`src/hdl/nbdc_pkg.sv`:
```
// Shared types, constants and helpers for the negative-base digit converter.
// No dependencies; every other file in hdl/ imports this package.

package nbdc_pkg;

  // Default sizing handed to the top-level parameters
  localparam int VALUE_WIDTH_DEF = 32;
  localparam int MAX_DIGITS_DEF  = 33;

  // Bits of the magnitude held by one divider cell
  localparam int CHUNK_W = 4;

  // Fixed field widths
  localparam int RADIX_W = 6;
  localparam int DIGIT_W = 6;
  localparam int CHAR_W  = 7;
  localparam int POS_W   = 6;
  localparam int CARRY_W = 2;

  // Radix limits and reset value
  localparam logic [RADIX_W-1:0] RADIX_MIN   = 6'd2;
  localparam logic [RADIX_W-1:0] RADIX_MAX   = 6'd36;
  localparam logic [RADIX_W-1:0] RADIX_RESET = 6'd2;

  // Digit character mapping
  localparam logic [DIGIT_W-1:0] DEC_DIGITS = 6'd10;
  localparam logic [CHAR_W-1:0]  CHAR_ZERO  = 7'd48;
  localparam logic [CHAR_W-1:0]  CHAR_ALPHA = 7'd65;

  // Partial remainder handed from one cell to the next lower cell
  typedef struct packed {
    logic               valid;
    logic               nonzero;
    logic [RADIX_W-1:0] rem;
  } nbdc_link_t;

  // Force the radix register into the supported range
  function automatic logic [RADIX_W-1:0] clamp_radix(input logic [RADIX_W-1:0] raw);
    logic [RADIX_W-1:0] r;
    r = raw;
    if (raw < RADIX_MIN) begin
      r = RADIX_MIN;
    end else if (raw > RADIX_MAX) begin
      r = RADIX_MAX;
    end
    return r;
  endfunction

  // Map a digit to '0'-'9' then 'A'-'Z'
  function automatic logic [CHAR_W-1:0] digit_ascii(input logic [DIGIT_W-1:0] d);
    logic [CHAR_W-1:0] c;
    if (d < DEC_DIGITS) begin
      c = CHAR_ZERO + {1'b0, d};
    end else begin
      c = CHAR_ALPHA + {1'b0, d - DEC_DIGITS};
    end
    return c;
  endfunction

endpackage

```
`src/hdl/nbdc_cell.sv`:
```
// One divider cell: holds a CHUNK_W-bit slice of the running magnitude and
// divides it by the radix, taking the remainder from the cell above.
// Depends on nbdc_pkg.

module nbdc_cell (
  input  logic                          clk,
  input  logic                          rst,
  input  logic                          adv,
  input  logic                          load,
  input  logic [nbdc_pkg::CHUNK_W-1:0]  load_chunk,
  input  logic [nbdc_pkg::RADIX_W-1:0]  radix,
  input  nbdc_pkg::nbdc_link_t          link_in,
  output nbdc_pkg::nbdc_link_t          link_out
);
  import nbdc_pkg::*;

  logic [CHUNK_W-1:0] chunk;
  logic [CHUNK_W-1:0] quo;
  logic [RADIX_W-1:0] rem;
  logic [RADIX_W:0]   part;

  logic               valid;
  logic               nonzero;
  logic [RADIX_W-1:0] rem_out;

  // Restoring division of {remainder, chunk} by the radix, one bit per step
  always_comb begin
    rem  = link_in.rem;
    quo  = '0;
    part = '0;
    for (int i = CHUNK_W - 1; i >= 0; i--) begin
      part = {rem, chunk[i]};
      if (part >= {1'b0, radix}) begin
        quo[i] = 1'b1;
        part   = part - {1'b0, radix};
      end
      rem = part[RADIX_W-1:0];
    end
  end

  // Pass the beat marker down the row
  always_ff @(posedge clk) begin
    if (rst) begin
      valid <= 1'b0;
    end else if (load) begin
      valid <= 1'b0;
    end else if (adv) begin
      valid <= link_in.valid;
    end
  end

  // Keep the quotient slice, hand the remainder and the nonzero flag on
  always_ff @(posedge clk) begin
    if (load) begin
      chunk <= load_chunk;
    end else if (adv && link_in.valid) begin
      chunk   <= quo;
      rem_out <= rem;
      nonzero <= link_in.nonzero | (quo != '0);
    end
  end

  assign link_out = '{valid: valid, nonzero: nonzero, rem: rem_out};

endmodule

```
`src/hdl/negative_base_digit_converter.sv`:
```
// Converts a signed VALUE_WIDTH-bit integer to base -R (R = 2..36 from the
// radix register; values below 2 act as 2, above 36 as 36). Digits leave
// least significant first, one beat each, with ASCII code, position and a
// last flag; zero gives the single digit 0. The magnitude sits in a row of
// ceil(VALUE_WIDTH/4) divider cells that each divide a 4-bit slice by R per
// cycle while the output is not stalled and pass the remainder down. One
// value is converted at a time; the next is accepted once the last digit is
// formed.
// Depends on nbdc_pkg and nbdc_cell.

module negative_base_digit_converter #(
  parameter int VALUE_WIDTH = nbdc_pkg::VALUE_WIDTH_DEF,
  parameter int MAX_DIGITS  = nbdc_pkg::MAX_DIGITS_DEF
) (
  input  logic                                clk,
  input  logic                                rst,
  input  logic                                cfg_write,
  input  logic [nbdc_pkg::RADIX_W-1:0]        cfg_data,
  input  logic                                in_valid,
  output logic                                in_stall,
  input  logic signed [VALUE_WIDTH-1:0]       value,
  output logic                                out_valid,
  input  logic                                out_stall,
  output logic [nbdc_pkg::DIGIT_W-1:0]        digit_value,
  output logic [nbdc_pkg::CHAR_W-1:0]         digit_char,
  output logic [nbdc_pkg::POS_W-1:0]          position,
  output logic                                last_digit
);
  import nbdc_pkg::*;

  localparam int CELLS = (VALUE_WIDTH + CHUNK_W - 1) / CHUNK_W;
  localparam int PAD_W = CELLS * CHUNK_W;
  localparam logic [POS_W-1:0] LAST_POS = POS_W'(MAX_DIGITS - 1);

  logic [RADIX_W-1:0] radix_magnitude;
  logic [RADIX_W-1:0] radix;
  logic               running;
  logic               negative;
  logic [CARRY_W-1:0] carry;
  logic [POS_W-1:0]   count;

  logic [VALUE_WIDTH-1:0] mag;
  logic [PAD_W-1:0]       mag_pad;
  logic                   accept_in;
  logic                   adv;
  logic                   emit;

  nbdc_link_t links [CELLS+1];

  logic [RADIX_W:0]   sum;
  logic               wrap;
  logic [RADIX_W-1:0] low;
  logic [DIGIT_W-1:0] digit;
  logic               negative_next;
  logic [CARRY_W-1:0] carry_next;
  logic               last;

  assign radix     = clamp_radix(radix_magnitude);
  assign in_stall  = running;
  assign accept_in = in_valid && !running;
  assign adv       = !out_valid || !out_stall;
  assign emit      = running && links[CELLS].valid && links[0].valid;

  // Split the magnitude across the cells, most significant slice on top
  assign mag     = value[VALUE_WIDTH-1] ? VALUE_WIDTH'(-value) : VALUE_WIDTH'(value);
  assign mag_pad = PAD_W'(mag);

  // Feed the top cell a zero remainder while a conversion runs
  assign links[CELLS] = '{valid: running, nonzero: 1'b0, rem: '0};

  for (genvar k = 0; k < CELLS; k++) begin : g_cell
    nbdc_cell u_cell (
      .clk        (clk),
      .rst        (rst),
      .adv        (adv),
      .load       (accept_in),
      .load_chunk (mag_pad[k*CHUNK_W +: CHUNK_W]),
      .radix      (radix),
      .link_in    (links[k+1]),
      .link_out   (links[k])
    );
  end

  // Fold the pending carry into the remainder and fix the sign of the digit
  always_comb begin
    sum  = {1'b0, links[0].rem} + {{(RADIX_W + 1 - CARRY_W){1'b0}}, carry};
    wrap = sum >= {1'b0, radix};
    low  = wrap ? RADIX_W'(sum - {1'b0, radix}) : sum[RADIX_W-1:0];
    if (!negative) begin
      digit         = low;
      negative_next = 1'b1;
      carry_next    = {1'b0, wrap};
    end else if (low == '0) begin
      digit         = '0;
      negative_next = 1'b0;
      carry_next    = {1'b0, wrap};
    end else begin
      digit         = radix - low;
      negative_next = 1'b0;
      carry_next    = {1'b0, wrap} + 2'd1;
    end
    last = (!links[0].nonzero && carry_next == '0) || (count == LAST_POS);
  end

  // Control: radix register, run flag and output beat
  always_ff @(posedge clk) begin
    if (rst) begin
      radix_magnitude <= RADIX_RESET;
      running         <= 1'b0;
      out_valid       <= 1'b0;
    end else begin
      if (cfg_write) begin
        radix_magnitude <= cfg_data;
      end
      if (accept_in) begin
        running <= 1'b1;
      end else if (adv && emit && last) begin
        running <= 1'b0;
      end
      if (adv) begin
        out_valid <= emit;
      end
    end
  end

  // Digit sequencing state and output payload
  always_ff @(posedge clk) begin
    if (accept_in) begin
      negative <= value[VALUE_WIDTH-1];
      carry    <= '0;
      count    <= '0;
    end else if (adv && emit) begin
      negative <= negative_next;
      carry    <= carry_next;
      count    <= count + 1'b1;
    end
    if (adv && emit) begin
      digit_value <= digit;
      digit_char  <= digit_ascii(digit);
      position    <= count;
      last_digit  <= last;
    end
  end

endmodule

```
`config.mk`:
```
export PLATFORM = sky130hd
export DESIGN_NAME = negative_base_digit_converter
export DESIGN_NICKNAME = d
export VERILOG_FILES = /design/src/hdl/nbdc_pkg.sv /design/src/hdl/nbdc_cell.sv /design/src/hdl/negative_base_digit_converter.sv
export SDC_FILE = /design/constraint.sdc
export NUM_CORES = 1
export LEC_CHECK = 0
export BUFFER_PORTS_ARGS = -buffer_cell sky130_fd_sc_hd__buf_2
export CAP_MARGIN = 20
export CORE_MARGIN = 3
export CORE_UTILIZATION = 60
export CTS_BUF_LIST = sky130_fd_sc_hd__clkbuf_8 sky130_fd_sc_hd__clkbuf_16
export DETAILED_ROUTE_END_ITERATION = 16
export PLACE_DENSITY = 0.78
export SETUP_SLACK_MARGIN = 0.2
export SLEW_MARGIN = 20
export SYNTH_ARGS = -nofsm -noshare
export SYNTH_HDL_FRONTEND = slang
export SYNTH_SLANG_ARGS = --single-unit
export TNS_END_PERCENT = 100
```
`constraint.sdc`:
```
create_clock -name clk -period 23.5 [get_ports clk]
set_input_delay 2.35 -clock clk [delete_from_list [all_inputs] [get_ports clk]]
set_output_delay 2.35 -clock clk [all_outputs]
set_load 0.05 [all_outputs]
```
==> results.md <==
* Status: finished, final reports clean
* Number of enable-type register cells in the synthesized netlist at 109
* Maximum fanout encountered on the critical timing path at 36
* Fraction of layout instances using a drive strength above 1 at 11.37%
* Required time worst endpoint at 23.68 ns
* Ratio of final minimum period to clock period at 48.78%
* Number of optimization iterations in the first detailed-route pass at 6
* Clock buffers created by TritonCTS at 17
* Slew at the pin closest to its max-slew limit at 0.9741 ns
* Total die area at 28980 um^2
* Initial standard-cell utilization of the core at 61.58%
* Final slew viol count at 0
* Biggest area contributors in the synthesized netlist: sky130_fd_sc_hd__edfxtp_1, sky130_fd_sc_hd__ha_1, sky130_fd_sc_hd__xnor2_1
* CTS Buffer Depth at 2
* RD Place Congestion at 0.9212
* Count of buffers from port buffering at 64
* Buffer and inverter count on the worst path at 2
* Global Route Usage Sum at 28.67%
* Overflow left after global routing at 0
* Vert. Die Dim at 170.2 um
* Critical Setup Path Class: flip-flop to flip-flop
* Classification of the worst-slack hold path: flip-flop to flip-flop
* Netlist area before placement at 16180 um^2
* Final-report setup violation count at 0
* Number of antenna diodes at 0
* Maximum operating frequency at 87.23 MHz
* Buffer cell driving the clock tree root: sky130_fd_sc_hd__clkbuf_16
* Detail-routed net length per standard cell at 17.92 um
* Skew final at 0.01064 ns
* Critical-path top delay cell: sky130_fd_sc_hd__nor3_1
* Clock sink count at 133
* Total of max-cap violations at 0
* Placed wire-length estimate after detailed placement at 31.00 mm
* Post-CTS Hold Fix Bufs at 0
* Relative slew margins at 34.66%
* Largest net degree at the start of global routing at 63
* Crit. End Element: flip-flop
* Clock latency on the worst-skew pair at 0.44 ns
* Clock transition at path regs at 0.07 ns
* Wire length of the first global-routing pass at 68.52 mm
* Vias in the first global route at 14260
* Number of setup buffers added after CTS at 0
* Data arrival at the endpoint of the critical path at 11.65 ns
* Final critical-path required period at 11.46 ns
* Routed vias/inst at 6.339
* Element type at the critical path start: flip-flop
* Width of the die at 170.2 um
* Most used DFF post-synth: sky130_fd_sc_hd__edfxtp_1
* Syn. warnings at 0
* Drc violations at 0
* First-iteration detailed-routing DRC count at 1103
* FFs w/ async S/R, synth at 0%
* Biggest area consumer among synthesized cells: sky130_fd_sc_hd__edfxtp_1
* Post-synthesis sequential area ratio at 23.19%
* Highest-count cells in the layout ignoring fill and taps: sky130_fd_sc_hd__ha_1, sky130_fd_sc_hd__nor2_1, sky130_fd_sc_hd__nand2_1, sky130_fd_sc_hd__inv_1, sky130_fd_sc_hd__a21oi_1
* Most prevalent standard cell on the critical path: sky130_fd_sc_hd__a21oi_1
* Via Count at 14610
* Clock tree from TritonCTS: yes
* Accumulated negative setup slack at 0 ns
* Mean cell area of the mapped netlist at 8.572 um^2
* Hold violation count in the final report at 0
* Most common cell after layout, fill and taps aside: sky130_fd_sc_hd__ha_1
* Number of antenna violations at the first check in global routing at 0
* RSZ-0062 raised after global routing: no
* Area share of the largest cell type after synthesis at 20.22%
* Syn Inst Count at 1888
* Synthesis-to-layout area growth at 8.295%
* Max stage delay on crit path at 0.74 ns
* Post-synthesis register bit count at 133
* Htree depth at 4
* Largest delay share family, worst path: compound AO/OA/AOI/OAI gates
* Synth cell types at 91
* Core area at 26280 um^2
* Routed wire length at 41.30 mm
* Std cell rows at 59
* Number of top-level design ports at 65
* Routed Antenna Nets at 0
* Gates resized, CTS repair at 0
* Fin nets at 2243
==> final cells by class <==
type	instances	area, um^2
Multi-Input combinational cell	1579	11800
Fill cell	2168	8753
Sequential cell	133	3754
Inverter	148	555.5
Clock buffer	17	425.4
Timing Repair Buffer	78	425.4
Tap cell	335	419.2
Clock inverter	15	150.1
==> metal layers <==
layer,vias to the layer above,routed length [um],track usage (%)
met5,-,0,0
met4,0,1066,9.453
met3,79,2182,3.089
met2,440,19850,49.61
met1,6973,18200,37.61
li1,7120,-,-
==> synth_stat cells (22+ instances only) <==
cell type	instances
sky130_fd_sc_hd__xor2_1	35
sky130_fd_sc_hd__dfxtp_1	24
sky130_fd_sc_hd__inv_1	146
sky130_fd_sc_hd__nand4_1	22
sky130_fd_sc_hd__o21ai_0	112
sky130_fd_sc_hd__nor2_1	160
sky130_fd_sc_hd__o21a_1	41
sky130_fd_sc_hd__fa_1	34
sky130_fd_sc_hd__edfxtp_1	109
sky130_fd_sc_hd__xnor2_1	90
sky130_fd_sc_hd__nor3_1	30
sky130_fd_sc_hd__a21oi_1	132
sky130_fd_sc_hd__nand3_1	75
sky130_fd_sc_hd__nand2_1	157
sky130_fd_sc_hd__mux2_2	45
sky130_fd_sc_hd__mux2i_1	36
sky130_fd_sc_hd__nor2b_1	39
sky130_fd_sc_hd__a21o_1	38
sky130_fd_sc_hd__ha_1	209
==> path summary, 6_finish.rpt <==
path	start	end	slack (ns)	depth (start not counted)
setup reg to reg	radix_magnitude[2]$_SDFFE_PP0P_	g_cell[3].u_cell.rem_out[5]$_DFFE_PP_	12.04	41
hold reg to reg	g_cell[6].u_cell.valid$_SDFFE_PP0N_	g_cell[6].u_cell.valid$_SDFFE_PP0N_	0.46	2
setup / recovery	radix_magnitude[2]$_SDFFE_PP0P_	g_cell[3].u_cell.rem_out[5]$_DFFE_PP_	12.04	41
hold / removal	g_cell[6].u_cell.valid$_SDFFE_PP0N_	g_cell[6].u_cell.valid$_SDFFE_PP0N_	0.46	2
==> state kept, by name (all words and copies together) (netlist names) <==
name,count
g_cell.u_cell.nonzero,8
out_valid,1
count,6
carry,2
radix_magnitude,6
position,6
in_stall,1
g_cell.u_cell.valid,8
digit_value,6
g_cell.u_cell.chunk,32
digit_char,7
negative,1
g_cell.u_cell.rem_out,48
last_digit,1
==> worst register-to-register path, delay by kind of cell (launching register included) <==
kind                       cells  cell delay, ns
AOI/OAI and AO/OA             23            6.34
adders and majority gates      4            1.27
DFF                            1            0.35
and+or+nand+nor               12            2.64
buffers and inverters          2            0.60
==> per-stage QoR <==
| step | setup slack, ns | cell area, um^2 | hold WS [ns] | utilization, % | std cells |
|---|---|---|---|---|---|
| floorplan | 10.78 | 16190 | 0.4366 | - | 1889 |
| global placement | 12.90 | 16950 | 0.4439 | 64.50 | 2273 |
| global route | 11.14 | 17530 | 0.4762 | 66.69 | 2305 |
| CTS | 12.29 | 17530 | 0.4585 | 66.69 | 2305 |
| detailed placement | 12.34 | 16950 | 0.4498 | 64.50 | 2273 |
| finish | 12.04 | 17530 | 0.4608 | 66.69 | 2305 |
==> cell families after synthesis <==
group / share of synthesized area, %
AO/OA/AOI/OAI: 20.72
AND/OR/NAND/NOR: 19.26
XOR/XNOR: 6.765
multiplexers: 5.497
other: 0.02317
adder cells (fa/ha/maj): 20.36
flip-flops: 23.19
buffers and inverters: 4.182
Power is left out: the tool's default activity adds up to more than one toggle a clock period on the data nets, which glitch-free logic cannot reach.
